## src/sv/hmf_pkg.sv

```systemverilog
// ----------------------------------------------------------------------------
// hmf_pkg: shared types and constants of the histogram median filter
// Operation requests between the front and back, register map, bin layout.
// ----------------------------------------------------------------------------
package hmf_pkg;

    localparam int DEF_MAX_RADIUS = 8;
    localparam int DEF_MAX_WIDTH  = 512;
    localparam int DEF_MAX_HEIGHT = 1024;

    localparam int PIX_W  = 8;
    localparam int BINS   = 256;
    localparam int GRP_W  = 4;            // coarse group index, upper value bits
    localparam int FINE_W = PIX_W - GRP_W;
    localparam int GROUPS = BINS >> FINE_W;

    localparam int QUEUE_DEPTH = 4;
    localparam int QPTR_W      = $clog2(QUEUE_DEPTH);

    // register map (index = paddr[3:2])
    localparam logic [1:0] REG_RADIUS = 2'd0;
    localparam logic [1:0] REG_WIDTH  = 2'd1;
    localparam logic [1:0] REG_HEIGHT = 2'd2;

    localparam logic [3:0]  RST_RADIUS = 4'd8;
    localparam logic [8:0]  RST_WIDTH  = 9'd320;
    localparam logic [10:0] RST_HEIGHT = 11'd240;

    typedef enum logic [1:0] {
        OP_CLEAR  = 2'd0,   // row start: empty the histogram
        OP_ADDREM = 2'd1,   // add one pixel, optionally drop an old one
        OP_MEDIAN = 2'd2    // search and emit
    } op_kind_t;

    typedef struct packed {
        op_kind_t           kind;
        logic [PIX_W-1:0]   add_val;
        logic [PIX_W-1:0]   rem_val;
        logic               rem_en;
        logic               eol;
        logic               eof;
    } hmf_op_t;

endpackage

```

## src/sv/hmf_queue.sv

```systemverilog
// ----------------------------------------------------------------------------
// hmf_queue: request queue between front and back
// Small register FIFO so the front and back stall independently.
// ----------------------------------------------------------------------------
module hmf_queue (
    input  logic             clk,
    input  logic             rst_n,
    input  logic             push,
    input  hmf_pkg::hmf_op_t wdata,
    output logic             full,
    input  logic             pop,
    output hmf_pkg::hmf_op_t rdata,
    output logic             empty
);
    import hmf_pkg::*;

    hmf_op_t             mem [QUEUE_DEPTH];
    logic [QPTR_W-1:0]   wptr_reg, wptr_next;
    logic [QPTR_W-1:0]   rptr_reg, rptr_next;
    logic [QPTR_W:0]     cnt_reg, cnt_next;

    assign full  = (cnt_reg == (QPTR_W+1)'(QUEUE_DEPTH));
    assign empty = (cnt_reg == '0);
    assign rdata = mem[rptr_reg];

    always_comb
    begin
        wptr_next = push ? wptr_reg + 1'b1 : wptr_reg;
        rptr_next = pop ? rptr_reg + 1'b1 : rptr_reg;
        cnt_next  = cnt_reg + (QPTR_W+1)'(push) - (QPTR_W+1)'(pop);
    end

    always_ff @(posedge clk)
    begin
        if (push)
        begin
            mem[wptr_reg] <= wdata;
        end
    end

    always_ff @(posedge clk or negedge rst_n)
    begin
        if (!rst_n)
        begin
            wptr_reg <= '0;
            rptr_reg <= '0;
            cnt_reg  <= '0;
        end
        else
        begin
            wptr_reg <= wptr_next;
            rptr_reg <= rptr_next;
            cnt_reg  <= cnt_next;
        end
    end

endmodule

```

## config.mk

```make
export PLATFORM = sky130hd
export DESIGN_NAME = hmf_queue
export DESIGN_NICKNAME = d
export VERILOG_FILES = /design/src/sv/hmf_pkg.sv /design/src/sv/hmf_queue.sv
export SDC_FILE = /design/constraint.sdc
export NUM_CORES = 1
export LEC_CHECK = 0
export ABC_AREA = 1
export BUFFER_PORTS_ARGS = -buffer_cell sky130_fd_sc_hd__buf_2
export CORE_MARGIN = 10
export CORE_UTILIZATION = 60
export CTS_CLUSTER_SIZE = 20
export DETAILED_ROUTE_END_ITERATION = 10
export GPL_TIMING_DRIVEN = 0
export PLACE_DENSITY = 0.82
export RECOVER_POWER = 25
export SLEW_MARGIN = 20
export SYNTH_ARGS = -nofsm -noshare
export SYNTH_HDL_FRONTEND = slang
export SYNTH_SLANG_ARGS = --single-unit
```

## constraint.sdc

```tcl
create_clock -name clk -period 3.89 [get_ports clk]
set_input_delay 0.389 -clock clk [delete_from_list [all_inputs] [get_ports clk]]
set_output_delay 0.389 -clock clk [all_outputs]
set_load 0.01 [all_outputs]
```

Word-level counts from Yosys, hierarchy flattened. Memory sizes are Yosys's and may differ from the RTL's. Cells that the tools add are included.

Register bits after elaboration: 7. Bits in writable memories: 84. Word-level logic and storage cells: 12. Memories: 1.

$add $sub $neg: 4. Eq/ne operators: 1. Mux-type cells: 2. Reduce and logical (&&, ||, !) cells: 1.

Memories: mem (words 4, bits a word 21, rd ports 1, clocked after memory_dff 0, wr ports 1, RTL line hmf_queue.sv:17) `hmf_op_t mem [QUEUE_DEPTH];`.

Operators by type and width (count): $add 2x1->2 const B (2); $add 3x1->3 (1); $eq 3x3->1 const B (1); $logic_not 3->1 (1); $sub 3x1->3 (1); $mux 1 (2).

Depth between registers and ports, before layout.
Depth in word-level cells: 2. Mapped depth: 8. Depth with buffers taken out: 8.

Worst setup path after synthesis. OpenSTA, ideal clock, no wires.

Kind: register -> register. From: register wptr_reg[0]. To: memory mem[0][0] in the netlist's numbering, enable pin. Arrival: 1.086 ns. Setup slack: 2.429 ns. Stages on the path, launching flop included: 5. Path buffers: 0. Period minus slack after synthesis: 1.461 ns. Cells stage by stage: dfrtp_1 inv_1 ha_1 nand2_1 inv_1.

RTL lines: from (decl) (RTL line hmf_queue.sv:18) `logic [QPTR_W-1:0] wptr_reg, wptr_next;`; from (signal assigned) (RTL line hmf_queue.sv:51) `wptr_reg <= wptr_next;`; to (decl) (RTL line hmf_queue.sv:17).

No word-level cell before the write port.

==> results.json <==
{
  "cp-end-kind": "output pin",
  "num_vias": 2591,
  "grt_max_degree": 22,
  "viasPerCell": 5.02,
  "hold_violations": 0,
  "syn-instance-count": 375,
  "synth_top_area_cell": "edfxtp_1",
  "setup_viol": 0,
  "tightest_slew_ns": 0.956,
  "critical_path.top_delay_family": "buffers and inverters",
  "synthDistinctLibCells": 18,
  "p_per_area_mw_per_mm2": 720,
  "clockRootBuffer": "clkbuf_8",
  "dp.final_hpwl_mm": 4.82,
  "fin_crit_ns": 1.90,
  "fp.dieH_um": 102,
  "post-route-util": 0.707,
  "rsz0062_at_grt": "false",
  "grt_pass1_wl_mm": 11.5,
  "arrival_ns": 1.51,
  "initial_utilization": 0.627,
  "p_leak_nw": 2.16,
  "crit_path_start_kind": "flip-flop",
  "cts.clk_slew.worst_paths_ns": 0.08,
  "numCtsBuffers": 9,
  "syn-mean-instance-area_sq_um": 10.7,
  "place_area_sq_mm": 0.00436,
  "clock_latency_ns": 0.35,
  "cts_tree": "built",
  "antenna_found_initial": 0,
  "io_pins": 48,
  "rows": 29,
  "synth_edf_count": 84,
  "syn_nets": 407,
  "ys.flop_type": "edfxtp_1",
  "synth_most_common_cell": "inv_1",
  "critPathBufInv": 3,
  "fmax_mhz": 525,
  "grtUsageTotal": 0.147,
  "die_x_um": 102,
  "syn-cell-area_sq_mm": 0.00403,
  "routedWlPerCell_um": 14.5,
  "nets": 466,
  "hp-class": "in2reg",
  "clock_path_buffers": 2,
  "gp_congestion": 0.740,
  "die_area_sq_mm": 0.0104,
  "ys_seq_area_frac": 0.670,
  "tns_ns": 0,
  "drtIter0Drc": 151,
  "synthToLayoutAreaGrowth_pct": 12.8,
  "numPortBuffers": 47,
  "grt_overflow": 0,
  "postRouteAntennaNets": 0,
  "fin_area_sq_mm": 0.00454,
  "largest_reg_flops": 84,
  "netlist_top_cells_area": "edfxtp_1, inv_1, nand2_1",
  "cts.sinks": 91,
  "synthDominantCellAreaShare": 0.627,
  "max_stage_delay_ns": 0.41,
  "ys_top_cells_by_count": "inv_1, nand2_1, edfxtp_1, nand3_1, nand2_2",
  "ys_ff_latch": 91,
  "htree_levels": 3,
  "fp.coreArea_sq_mm": 0.00642,
  "ir_worst_vdd_mv": 0.491,
  "cts.repair.resized": 0,
  "critPathKind": "reg2out",
  "max_slew_margin": 0.362,
  "fin_crit_sh": 0.489,
  "drc": 0,
  "crit_top_cell": "buf_2",
  "cp_cell_sequence": "inv_1 > buf_2 > nand3_1 > nand2_1 > buf_2",
  "timing_max_transition_violations_final": 0,
  "drt_pass1_iterations": 5,
  "maxCapViolations": 0,
  "async_flop_share": 0.0769,
  "first_global_vias": 2492,
  "drive_gt1_frac": 0.187,
  "cp_max_fo": 10,
  "total_power_mw": 3.27,
  "outcome": "completed",
  "required_ns": 3.50,
  "diodes": 0,
  "yosysWarnings": 0,
  "skew_ns": 0.00768,
  "drt-total-wl_mm": 7.47,
  "slowest_stage": "dfrtp_1"
}
## cells by family (layout without fill, tap and decap cells)
family                   Yosys count  after routing  synth area share
flip-flops                        91             91             0.670
AO/OA/AOI/OAI                      1              1           0.00124
AND/OR/NAND/NOR                  161            161             0.176
buffers and inverters            112            176             0.122
XOR/XNOR                           3              3           0.00653
adder cells (fa/ha/maj)            7              7            0.0236
## repair_timing
action                                  CTS  global route
setup buffers                             0             0
endpoints found under the setup margin    0             0
hold buffers                              1             0
endpoints found under the hold margin     7             0
## stage by stage
step	hold slack (ns)	setup WS, ns	instances
after floorplan	0.0934	2.43	375
after global placement	0.232	2.07	499
after detailed placement	0.235	2.06	499
after CTS	0.227	1.99	516
after global routing	0.252	1.88	516
final	0.252	1.99	516
## per-layer routing
| metal | up-vias | routed length [um] | track usage |
|---|---|---|---|
| met4 | 0 | 216 | 0.0987 |
| li1 | 1272 | - | - |
| met1 | 1192 | 2770 | 0.156 |
| met2 | 107 | 3880 | 0.258 |
| met5 | - | 0 | 0 |
| met3 | 20 | 598 | 0.0344 |
## placed cells by master (no fill, tap or decap)
cell,instances
inv_1,97
nand2_1,96
edfxtp_1,84
nand3_1,43
buf_2,35
nand2_2,20
clkbuf_1,16
clkbuf_8,9
dfrtp_1,7
ha_1,6
buf_4,4
buf_6,3
xor2_1,3
clkinv_2,3
buf_8,2
clkinvlp_4,2
inv_6,1
clkbuf_2,1
nor3_1,1
nor2_1,1
o21ai_0,1
fa_1,1
bufinv_16,1
clkinv_4,1
dlygate4sd3_1,1
## cell type report
type / instances / area, sq um
fillers: 432 / 1880
clock inverters: 7 / 68.8
flip-flops and latches: 91 / 2700
plain buffers: 14 / 119
inverters: 98 / 373
repair buffers: 48 / 225
well taps: 77 / 96.3
multi-input cells: 172 / 836
clock buffers: 9 / 124
## power breakdown
| group | leakage, nW | switching [mW] | total (mW) | internal [mW] |
|---|---|---|---|---|
| Clock | 0.0950 | 0.309 | 0.603 | 0.294 |
| Sequential | 0.854 | 0.0620 | 1.36 | 1.29 |
| Combinational | 1.21 | 0.842 | 1.31 | 0.467 |
| Total | 2.16 | 1.21 | 3.27 | 2.05 |
## final timing paths
check	cells past startpoint	start	slack, ns	end
min reg2reg	1	wptr_reg[0]	0.54	wptr_reg[0]
min in group asynchronous	2	rst_n	0.41	cnt_reg[0]
max reg2reg	4	wptr_reg[0]	2.09	mem[0][10]
min	1	wdata[10]	0.25	mem[2][10]
max	5	rptr_reg[1]	1.99	rdata[18]
max in group asynchronous	2	rst_n	3.32	cnt_reg[2]
Power figures use the tool's default switching activity.
