[src/sv/hmf_pkg.sv]
// ----------------------------------------------------------------------------
// hmf_pkg: shared types and constants of the histogram median filter
// Operation requests between the front and back, register map, bin layout.
// ----------------------------------------------------------------------------
package hmf_pkg;

    localparam int DEF_MAX_RADIUS = 8;
    localparam int DEF_MAX_WIDTH  = 512;
    localparam int DEF_MAX_HEIGHT = 1024;

    localparam int PIX_W  = 8;
    localparam int BINS   = 256;
    localparam int GRP_W  = 4;            // coarse group index, upper value bits
    localparam int FINE_W = PIX_W - GRP_W;
    localparam int GROUPS = BINS >> FINE_W;

    localparam int QUEUE_DEPTH = 4;
    localparam int QPTR_W      = $clog2(QUEUE_DEPTH);

    // register map (index = paddr[3:2])
    localparam logic [1:0] REG_RADIUS = 2'd0;
    localparam logic [1:0] REG_WIDTH  = 2'd1;
    localparam logic [1:0] REG_HEIGHT = 2'd2;

    localparam logic [3:0]  RST_RADIUS = 4'd8;
    localparam logic [8:0]  RST_WIDTH  = 9'd320;
    localparam logic [10:0] RST_HEIGHT = 11'd240;

    typedef enum logic [1:0] {
        OP_CLEAR  = 2'd0,   // row start: empty the histogram
        OP_ADDREM = 2'd1,   // add one pixel, optionally drop an old one
        OP_MEDIAN = 2'd2    // search and emit
    } op_kind_t;

    typedef struct packed {
        op_kind_t           kind;
        logic [PIX_W-1:0]   add_val;
        logic [PIX_W-1:0]   rem_val;
        logic               rem_en;
        logic               eol;
        logic               eof;
    } hmf_op_t;

endpackage

[src/sv/hmf_back.sv]
// ----------------------------------------------------------------------------
// hmf_back: histogram and median search
// 256-bin histogram in a memory with per-bin valid bits, 16 coarse group
// counts in flops; the search walks the groups, then the bins of one group.
// ----------------------------------------------------------------------------
module hmf_back #(
    parameter int MAX_RADIUS = hmf_pkg::DEF_MAX_RADIUS
) (
    input  logic                                                       clk,
    input  logic                                                       rst_n,
    input  logic [$clog2((2*MAX_RADIUS+1)*(2*MAX_RADIUS+1)+1)-1:0]     half,
    input  logic                                                       q_empty,
    input  hmf_pkg::hmf_op_t                                           q_data,
    output logic                                                       q_pop,
    output logic                                                       m_tvalid,
    input  logic                                                       m_tready,
    output logic [7:0]                                                 m_tdata,  // median_value
    output logic                                                       m_tlast,  // end_of_line
    output logic [0:0]                                                 m_tuser   // end_of_frame
);
    import hmf_pkg::*;

    localparam int CNT_W = $clog2((2*MAX_RADIUS+1)*(2*MAX_RADIUS+1)+1);

    typedef enum logic [8:0] {
        B_IDLE  = 9'b000000001,
        B_ARD   = 9'b000000010,
        B_AWR   = 9'b000000100,
        B_RRD   = 9'b000001000,
        B_RWR   = 9'b000010000,
        B_CSCAN = 9'b000100000,
        B_FRD   = 9'b001000000,
        B_FCHK  = 9'b010000000,
        B_EMIT  = 9'b100000000
    } back_state_t;

    back_state_t        state_reg, state_next;
    hmf_op_t            op_reg;
    logic [CNT_W-1:0]   acc_reg, acc_next;
    logic [GRP_W-1:0]   grp_reg, grp_next;
    logic [FINE_W-1:0]  fine_reg, fine_next;
    logic [BINS-1:0]    hv_reg;
    logic [CNT_W-1:0]   coarse_reg [GROUPS];
    logic [CNT_W-1:0]   hist_mem [BINS];
    logic [CNT_W-1:0]   hist_rdata_reg;
    logic               hv_rd_reg;
    logic               out_valid_reg, out_valid_next;
    logic [PIX_W-1:0]   out_data_reg;
    logic               out_eol_reg;
    logic               out_eof_reg;

    logic [PIX_W-1:0]   hist_raddr;
    logic [PIX_W-1:0]   hist_waddr;
    logic [CNT_W-1:0]   hist_wdata;
    logic               hist_we;
    logic [CNT_W-1:0]   cnt;
    logic [CNT_W-1:0]   sum;
    logic               clr;
    logic               load;

    assign cnt      = hv_rd_reg ? hist_rdata_reg : '0;
    assign m_tvalid = out_valid_reg;
    assign m_tdata  = out_data_reg;
    assign m_tlast  = out_eol_reg;
    assign m_tuser  = out_eof_reg;

    always_comb
    begin
        priority case (1'b1)
            state_reg == B_ARD: hist_raddr = op_reg.add_val;
            state_reg == B_RRD: hist_raddr = op_reg.rem_val;
            default:            hist_raddr = {grp_reg, fine_reg};
        endcase
        hist_waddr = (state_reg == B_RWR) ? op_reg.rem_val : op_reg.add_val;
        hist_wdata = (state_reg == B_RWR) ? cnt - CNT_W'(1) : cnt + CNT_W'(1);
        hist_we    = (state_reg == B_AWR) || (state_reg == B_RWR);
    end

    always_ff @(posedge clk)
    begin
        if (hist_we)
        begin
            hist_mem[hist_waddr] <= hist_wdata;
        end
        hist_rdata_reg <= hist_mem[hist_raddr];
        hv_rd_reg      <= hv_reg[hist_raddr];
        if (q_pop)
        begin
            op_reg <= q_data;
        end
        if (load)
        begin
            out_data_reg <= {grp_reg, fine_reg};
            out_eol_reg  <= op_reg.eol;
            out_eof_reg  <= op_reg.eof;
        end
    end

    always_comb
    begin
        state_next = state_reg;
        acc_next   = acc_reg;
        grp_next   = grp_reg;
        fine_next  = fine_reg;
        q_pop      = 1'b0;
        clr        = 1'b0;
        load       = 1'b0;
        sum        = acc_reg + cnt;

        unique case (state_reg)
            B_IDLE:
            begin
                if (!q_empty)
                begin
                    q_pop = 1'b1;
                    unique case (q_data.kind)
                        OP_CLEAR:  clr = 1'b1;
                        OP_ADDREM: state_next = B_ARD;
                        OP_MEDIAN:
                        begin
                            acc_next   = '0;
                            grp_next   = '0;
                            state_next = B_CSCAN;
                        end
                        default:   clr = 1'b0;
                    endcase
                end
            end
            B_ARD:   state_next = B_AWR;
            B_AWR:   state_next = op_reg.rem_en ? B_RRD : B_IDLE;
            B_RRD:   state_next = B_RWR;
            B_RWR:   state_next = B_IDLE;
            B_CSCAN:
            begin
                sum = acc_reg + coarse_reg[grp_reg];
                if (sum > half)
                begin
                    fine_next  = '0;
                    state_next = B_FRD;
                end
                else
                begin
                    acc_next = sum;
                    grp_next = grp_reg + 1'b1;
                end
            end
            B_FRD:   state_next = B_FCHK;
            B_FCHK:
            begin
                if (sum > half)
                begin
                    state_next = B_EMIT;
                end
                else
                begin
                    acc_next   = sum;
                    fine_next  = fine_reg + 1'b1;
                    state_next = B_FRD;
                end
            end
            B_EMIT:
            begin
                if (!out_valid_reg || m_tready)
                begin
                    load       = 1'b1;
                    state_next = B_IDLE;
                end
            end
            default: state_next = B_IDLE;
        endcase

        if (load)
        begin
            out_valid_next = 1'b1;
        end
        else if (m_tready)
        begin
            out_valid_next = 1'b0;
        end
        else
        begin
            out_valid_next = out_valid_reg;
        end
    end

    always_ff @(posedge clk or negedge rst_n)
    begin
        if (!rst_n)
        begin
            state_reg     <= B_IDLE;
            acc_reg       <= '0;
            grp_reg       <= '0;
            fine_reg      <= '0;
            hv_reg        <= '0;
            out_valid_reg <= 1'b0;
            for (int i = 0; i < GROUPS; i++)
            begin
                coarse_reg[i] <= '0;
            end
        end
        else
        begin
            state_reg     <= state_next;
            acc_reg       <= acc_next;
            grp_reg       <= grp_next;
            fine_reg      <= fine_next;
            out_valid_reg <= out_valid_next;
            if (clr)
            begin
                hv_reg <= '0;
                for (int i = 0; i < GROUPS; i++)
                begin
                    coarse_reg[i] <= '0;
                end
            end
            else if (state_reg == B_AWR)
            begin
                hv_reg[op_reg.add_val] <= 1'b1;
                coarse_reg[op_reg.add_val[PIX_W-1:FINE_W]] <=
                    coarse_reg[op_reg.add_val[PIX_W-1:FINE_W]] + CNT_W'(1);
            end
            else if (state_reg == B_RWR)
            begin
                coarse_reg[op_reg.rem_val[PIX_W-1:FINE_W]] <=
                    coarse_reg[op_reg.rem_val[PIX_W-1:FINE_W]] - CNT_W'(1);
            end
        end
    end

endmodule
[config.mk]
export PLATFORM = sky130hd
export DESIGN_NAME = hmf_back
export DESIGN_NICKNAME = d
export VERILOG_FILES = /design/src/sv/hmf_pkg.sv /design/src/sv/hmf_back.sv
export SDC_FILE = /design/constraint.sdc
export NUM_CORES = 2
export LEC_CHECK = 0
export BUFFER_PORTS_ARGS = -buffer_cell sky130_fd_sc_hd__buf_4
export CAP_MARGIN = 20
export CORE_MARGIN = 4
export CORE_UTILIZATION = 45
export CTS_BUF_LIST = sky130_fd_sc_hd__clkbuf_8
export CTS_CLUSTER_DIAMETER = 150
export DETAILED_ROUTE_END_ITERATION = 16
export PLACE_DENSITY_LB_ADDON = 0.15
export SLEW_MARGIN = 20
export SYNTH_ARGS = -nofsm -noshare
export SYNTH_HDL_FRONTEND = slang
export SYNTH_SLANG_ARGS = --single-unit
export TNS_END_PERCENT = 50
[constraint.sdc]
create_clock -name clk -period 13.3 [get_ports clk]
set_input_delay 0 -clock clk [delete_from_list [all_inputs] [get_ports clk]]
set_output_delay 0 -clock clk [all_outputs]
set_load 0.05 [all_outputs]
Yosys cells after proc, flatten, opt, wreduce, memory -nomap -nowiden
Memories as Yosys holds them, arrays and structs flattened. A register that Yosys moved wholly into a read port is not among the register bits.
Index checks and enable logic that the tools add are counted.
{"block": "word_totals", "reg_bits": 457, "mem_bits_rw": 2304, "in_bits": 34, "output_inout_bits": 12, "n_memories": 1}
{"memory": "hist_mem", "depth": 256, "width": 9, "read_ports": 1, "rd_ports_with_merged_regs": 1, "write_ports": 1, "line_no": "hmf_back.sv:44", "rtl": "logic [CNT_W-1:0] hist_mem [BINS];"}
{"block": "classes", "addsub": 8, "n_lt_le_gt_ge": 10, "n_eq_ne": 18, "mux": 59, "bitwise_logic": 4, "reduce_logical": 17}
{"operator": "256-bit two-way mux", "count": 2}
{"operator": "144-bit two-way mux", "count": 3}
{"operator": "144-bit bitwise mux", "count": 2}
{"operator": "256-bit OR", "count": 1}
{"operator": "9-bit two-way mux", "count": 18}
{"operator": "9-bit binary-select mux with 4-bit select", "count": 3}
{"operator": "9-bit demux with 4-bit select", "count": 2}
{"operator": "9-bit case mux with 8 select lines", "count": 1}
{"operator": "9-bit case mux with 3 select lines", "count": 1}
{"operator": "4-bit two-way mux", "count": 6}
{"operator": "8-bit two-way mux", "count": 3}
{"operator": "9-bit by 1-bit adder with 9-bit output, second input constant", "count": 2}
{"operator": "9-bit adder", "count": 2}
{"operator": "9-bit greater-than comparator", "count": 2}
{"operator": "8-bit by 9-bit < comparator with 1-bit output, second input constant", "count": 2}
{"operator": "9-bit case mux with 2 select lines", "count": 1}
{"operator": "9-bit by 1-bit subtractor with 9-bit output, second input constant", "count": 2}
{"operator": "4-bit case mux with 2 select lines", "count": 2}
{"operator": "5-bit >= comparator, second input constant", "count": 3}
{"operator": "4-bit NOT with 5-bit output", "count": 3}
{"operator": "1-bit two-way mux", "count": 13}
{"operator": "5-bit by 1-bit < comparator with 1-bit output, second input constant", "count": 2}
{"operator": "2-bit != test, second input constant", "count": 5}
{"operator": "9-bit by 1-bit equality test with 1-bit output, second input constant", "count": 1}
{"operator": "25 further kinds", "count": 34}

Logic depth before layout (Yosys ltp)
{"block": "depth", "word_depth": 9, "ltp_mapped": 22}

Least setup slack after synthesis
No wires, ideal clock.
{"block": "synth_timing", "path_kind": "register to register", "start": "reg state_reg[8]", "end": "mem hist_mem[0][8] in the netlist's numbering (data pin)", "arrival_time_ns": 10.196, "required_ns": 11.645, "setup_slack_ns": 1.449, "path_stages_with_launch": 14, "path_buffers": 1, "period_less_slack_ns": 11.851, "cell_sequence": "dfrtp_1 nor3_2 nand2_1 or4_1 inv_1 buf_1 fa_1 a21o_1 a21oi_1 o21bai_1 a21oi_1 o21bai_1 a21oi_1 xnor2_1"}
{"block": "synth_between", "elab_chain_cells": 2}
{"element": "start, declared", "line_no": "hmf_back.sv:37", "rtl": "back_state_t state_reg, state_next;"}
{"element": "start signal, assigned", "line_no": "hmf_back.sv:203", "rtl": "state_reg <= state_next;"}
{"element": "9-bit by 5-bit equality test with 1-bit output", "line_no": "hmf_back.sv:75", "rtl": "hist_wdata = (state_reg == B_RWR) ? cnt - CNT_W'(1) : cnt + CNT_W'(1);"}
{"element": "9-bit two-way mux", "line_no": "hmf_back.sv:75"}
{"element": "net hist_wdata[8]", "line_no": "hmf_back.sv:54", "rtl": "logic [CNT_W-1:0] hist_wdata;"}
{"element": "end, declared", "line_no": "hmf_back.sv:44"}
The timed path passes the listed nets, and every way through them passes these cells.

Worst setup path in the final report
{"block": "layout_timing", "start": "reg state_reg[2]", "end": "reg hist_rdata_reg[4] (read register of hist_mem)"}
{"block": "layout_between", "elab_chain_cells": 3, "elab_cells_between_ends": 4, "cone_classes": "eq/ne (2); mux (2)"}
{"element": "9-bit by 4-bit equality test with 1-bit output", "line_no": "hmf_back.sv:71", "rtl": "state_reg == B_RRD: hist_raddr = op_reg.rem_val;"}
{"element": "8-bit two-way mux", "line_no": "hmf_back.sv:69", "rtl": "priority case (1'b1)"}
{"element": "8-bit two-way mux (*)", "line_no": "hmf_back.sv:69"}
{"element": "end, declared", "line_no": "hmf_back.sv:45", "rtl": "logic [CNT_W-1:0] hist_rdata_reg;"}
Every way passes the cells marked *; elsewhere a longest branch is shown, timed or not.
A chain may end at the register's enable or synchronous reset.

==> results.md <==
* Outcome: finished, final reports clean
* Setup slack of the most critical reg-to-reg path at 6570 ps
* Critical path launch point type: flip-flop
* Site Rows at 186
* Minimum setup slack in the final design at 6569 ps
* Power density of the placed cells at 215.5 nW/um^2
* Mean routed wirelength per cell at 29.14 microns
* Number of H-tree levels at 5
* Reported max-cap violation count at 0
* Net count of the finished layout at 9,484
* Endpoints failing setup at 0
* Die boundary height at 518.1 microns
* CTS tree: done
* R2r startpoint: state_reg[2]
* Slew at the pin closest to its max-slew limit at 1176 ps
* Number of register bits inferred by synthesis at 2,770
* Final min period at 6731 ps
* Worst vdd ir at 0.0002552 V
* Share of synthesized registers carrying an async set or reset at 15.42%
* Leakage at 47.07 nW
* Total area of multi-input combinational cells at 33,730 sq um
* Kind of end point of the critical path: flip-flop
* Final GP Congestion at 0.8971
* Final-layout setup total negative slack at 0 ps
* Drc violations at 0
* Share of cell area taken by muxes after synthesis at 4.970%
* Total wirelength of the detailed-routed design at 383,500 microns
* Clock buffer count from CTS at 455
* Final period utilization at 50.61%
* R2R Path End: hist_rdata_reg[4]
* Top area cells in the synthesized netlist: edfxtp_1, dfrtp_1, nand2_1, nand3_1, mux4_2
* Parity-gate share of the synthesized area counting xor and xnor cells at 0.3292%
* Clock Tree Root: clkbuf_8
* Clock insertion delay at the later pin of the skew report at 1060 ps
* Worst clock skew at 79.10 ps
* Vias per Instance at 6.127
* Synthesized-area fraction occupied by adder cells at 0.5322%
* Hold Crit Start: q_empty
* Fmax achieved at 0.1486 GHz
* Largest area contributor in the netlist: edfxtp_1
* Pin count of the biggest net entering global routing at 209
* Dominant combinational cell family by area after synthesis: simple AND/OR/NAND/NOR gates
* Final global-route overflow total at 0
* First-pass GRT wire length at 551,700 microns
* Share of the synthesized area in the top cell type at 59.84%
* Worst slew margin relative to its limit at 21.28%
* Synth warn at 0
* Area used by sequential logic in the layout at 80,950 sq um
* Area growth from synthesis to layout at 11.40%
* Worst endpoint data arrival time at 7660 ps
* Worst min path class: in -> reg
* Critical Path RT at 14,230 ps
* Hold path cells at 4
* Post-synth EDFFs at 2,333
* Synthesized area per cell at 12.67 sq um
* Number of pins with negative max-slew slack in the final report at 0
* Initial core utilization at 45.40%
* Most used DFF post-synth: edfxtp_1
* Die span in x at 518.1 microns
* Worst hold margin at 114.3 ps
* Max FFs per register at 2,304
* Fraction of final layout cells with drive strength greater than 1 at 11.85%
* Part of the Yosys area used for sequential elements at 69.14%
* Worst Hold Path EP: op_reg[9]
* Post-synth net total at 9,323
* Placeable Area at 257,900 sq um
* Number of cells on the worst reg-to-reg path at 14
* Number of optimization iterations in the first detailed-route pass at 7
* Most frequent cells in the layout: nand2_1, edfxtp_1, nand3_1
* Vias in the first global route at 76,540
* CTS Buffer Depth at 4
* Post-CTS Resized at 0
* Unrepaired setup endpoints after global routing: no
* Post-synthesis share of cell area spent on and, or, nand and nor gates at 14.05%
* CTS Sinks at 2,770
* Critical path start-end classification: reg -> reg
* Total vias in the final route at 80,630
* Number of placed I/O pins at 46
* Synthesized-area fraction occupied by ao, oa, aoi and oai cells at 8.325%
* Starting DRC count in detailed routing at 9,706
* Post-synth design cell area at 117,100 sq um
* GRT Overall Usage at 27.75%
* Buffers on Ports at 45
* Final HPWL DP at 221,200 microns
* Final hold vios at 0
* Number of antenna violations at the first check in global routing at 14
* Die ar. at 268,400 sq um
* Max Fanout on Critical Path at 133
* CTS clk-pin slew, worst paths at 60 ps
* Placement-stage worst setup slack at 6771 ps
* Number of buffers inserted by post-CTS setup repair at 0
* Number of hold-repair buffers added at the cts stage at 62
* Synth unique cells at 87
* Most common library cell in the layout ignoring fill and taps: nand2_1
* Filler cell count in the final layout at 22,400
* Antenna-violating nets left at 0
* Cell count after synthesis at 9,241
## cell families (layout without fill, tap and decap cells)
kind of cell,count (synthesis),count (layout)
compound gates,1379,1379
mux,396,396
other cells,0,11
buf+inv,688,1211
fa+ha+maj,48,48
simple gates,3916,3916
xor+xnor,44,44
flops,2770,2770
## per-stage QoR
stage / util, % / instance area [sq um] / instances / power [mW]
2_1_floorplan: - / 117100 / 9241 / 17.52
3_3_place_gp: 47.01 / 121200 / 12250 / 21.01
3_5_place_dp: 47.07 / 121400 / 12260 / 21.19
4_1_cts: 50.50 / 130200 / 13140 / 28.06
5_1_grt: 50.57 / 130400 / 13150 / 29.24
6_report: 50.58 / 130400 / 13160 / 28.10
## area by class of cell
type | instances | share of cell area (%)
Clock buffer | 485 | 5.118
Inverter | 48 | 0.1439
Antenna cell | 11 | 0.02111
Multi-Input combinational cell | 5783 | 25.86
Clock inverter | 334 | 1.189
Timing Repair Buffer | 344 | 2.351
Sequential cell | 2770 | 62.07
Tap cell | 3384 | 3.247
## worst max-delay path by stage
| stage | slack, ps | end | from |
|---|---|---|---|
| 4_1_cts | 6720 | hist_rdata_reg[4] | state_reg[2] |
| 6_report | 6570 | hist_rdata_reg[4] | state_reg[2] |
| 5_1_grt | 6400 | hist_rdata_reg[4] | state_reg[8] |
| 3_3_place_gp | 5910 | hist_rdata_reg[0] | state_reg[2] |
| 3_5_place_dp | 6770 | hist_rdata_reg[4] | state_reg[2] |
| 2_1_floorplan | 1450 | hist_mem[0][8] | state_reg[8] |
## worst max-delay path, cell delays in order (launching register included)
cell     delay (ps)
dfrtp_1         500
or4_4           710
or4_4           550
nand4_1         310
buf_12          560
buf_4           620
buf_4           730
nor3_2          340
buf_4           300
a32o_1          250
nor4_1          870
a31o_2          280
o41ai_2          70
buf_2           200
nor4_1          230
## cells in the mapped netlist (47+ instances only)
cell,n
mux4_2,146
a31oi_1,210
nor2_1,458
nand3_1,786
edfxtp_1,2333
and3_1,67
buf_2,283
dfrtp_1,426
o21ai_0,275
inv_1,47
nand2_1,2377
o22a_1,132
mux2i_1,237
a22o_1,186
nor3_1,63
clkbuf_1,260
a32oi_1,115
buf_1,67
a21oi_1,166
## metal layers
layer	wire, microns	GRT usage [%]	vias up
met5	40	0	-
met4	15400	10.27	6
met3	37800	6.099	804
met2	171900	41.98	4317
met1	158400	39.53	40860
li1	-	-	34640
## where the power goes
group / switching (mW) / internal (mW) / total [mW]
sequential: 0.292 / 10.7 / 11.0
combinational: 7.54 / 2.64 / 10.2
clock: 3.44 / 3.46 / 6.90
total: 11.3 / 16.8 / 28.1
Note: power is estimated with default switching activity, not from simulation.
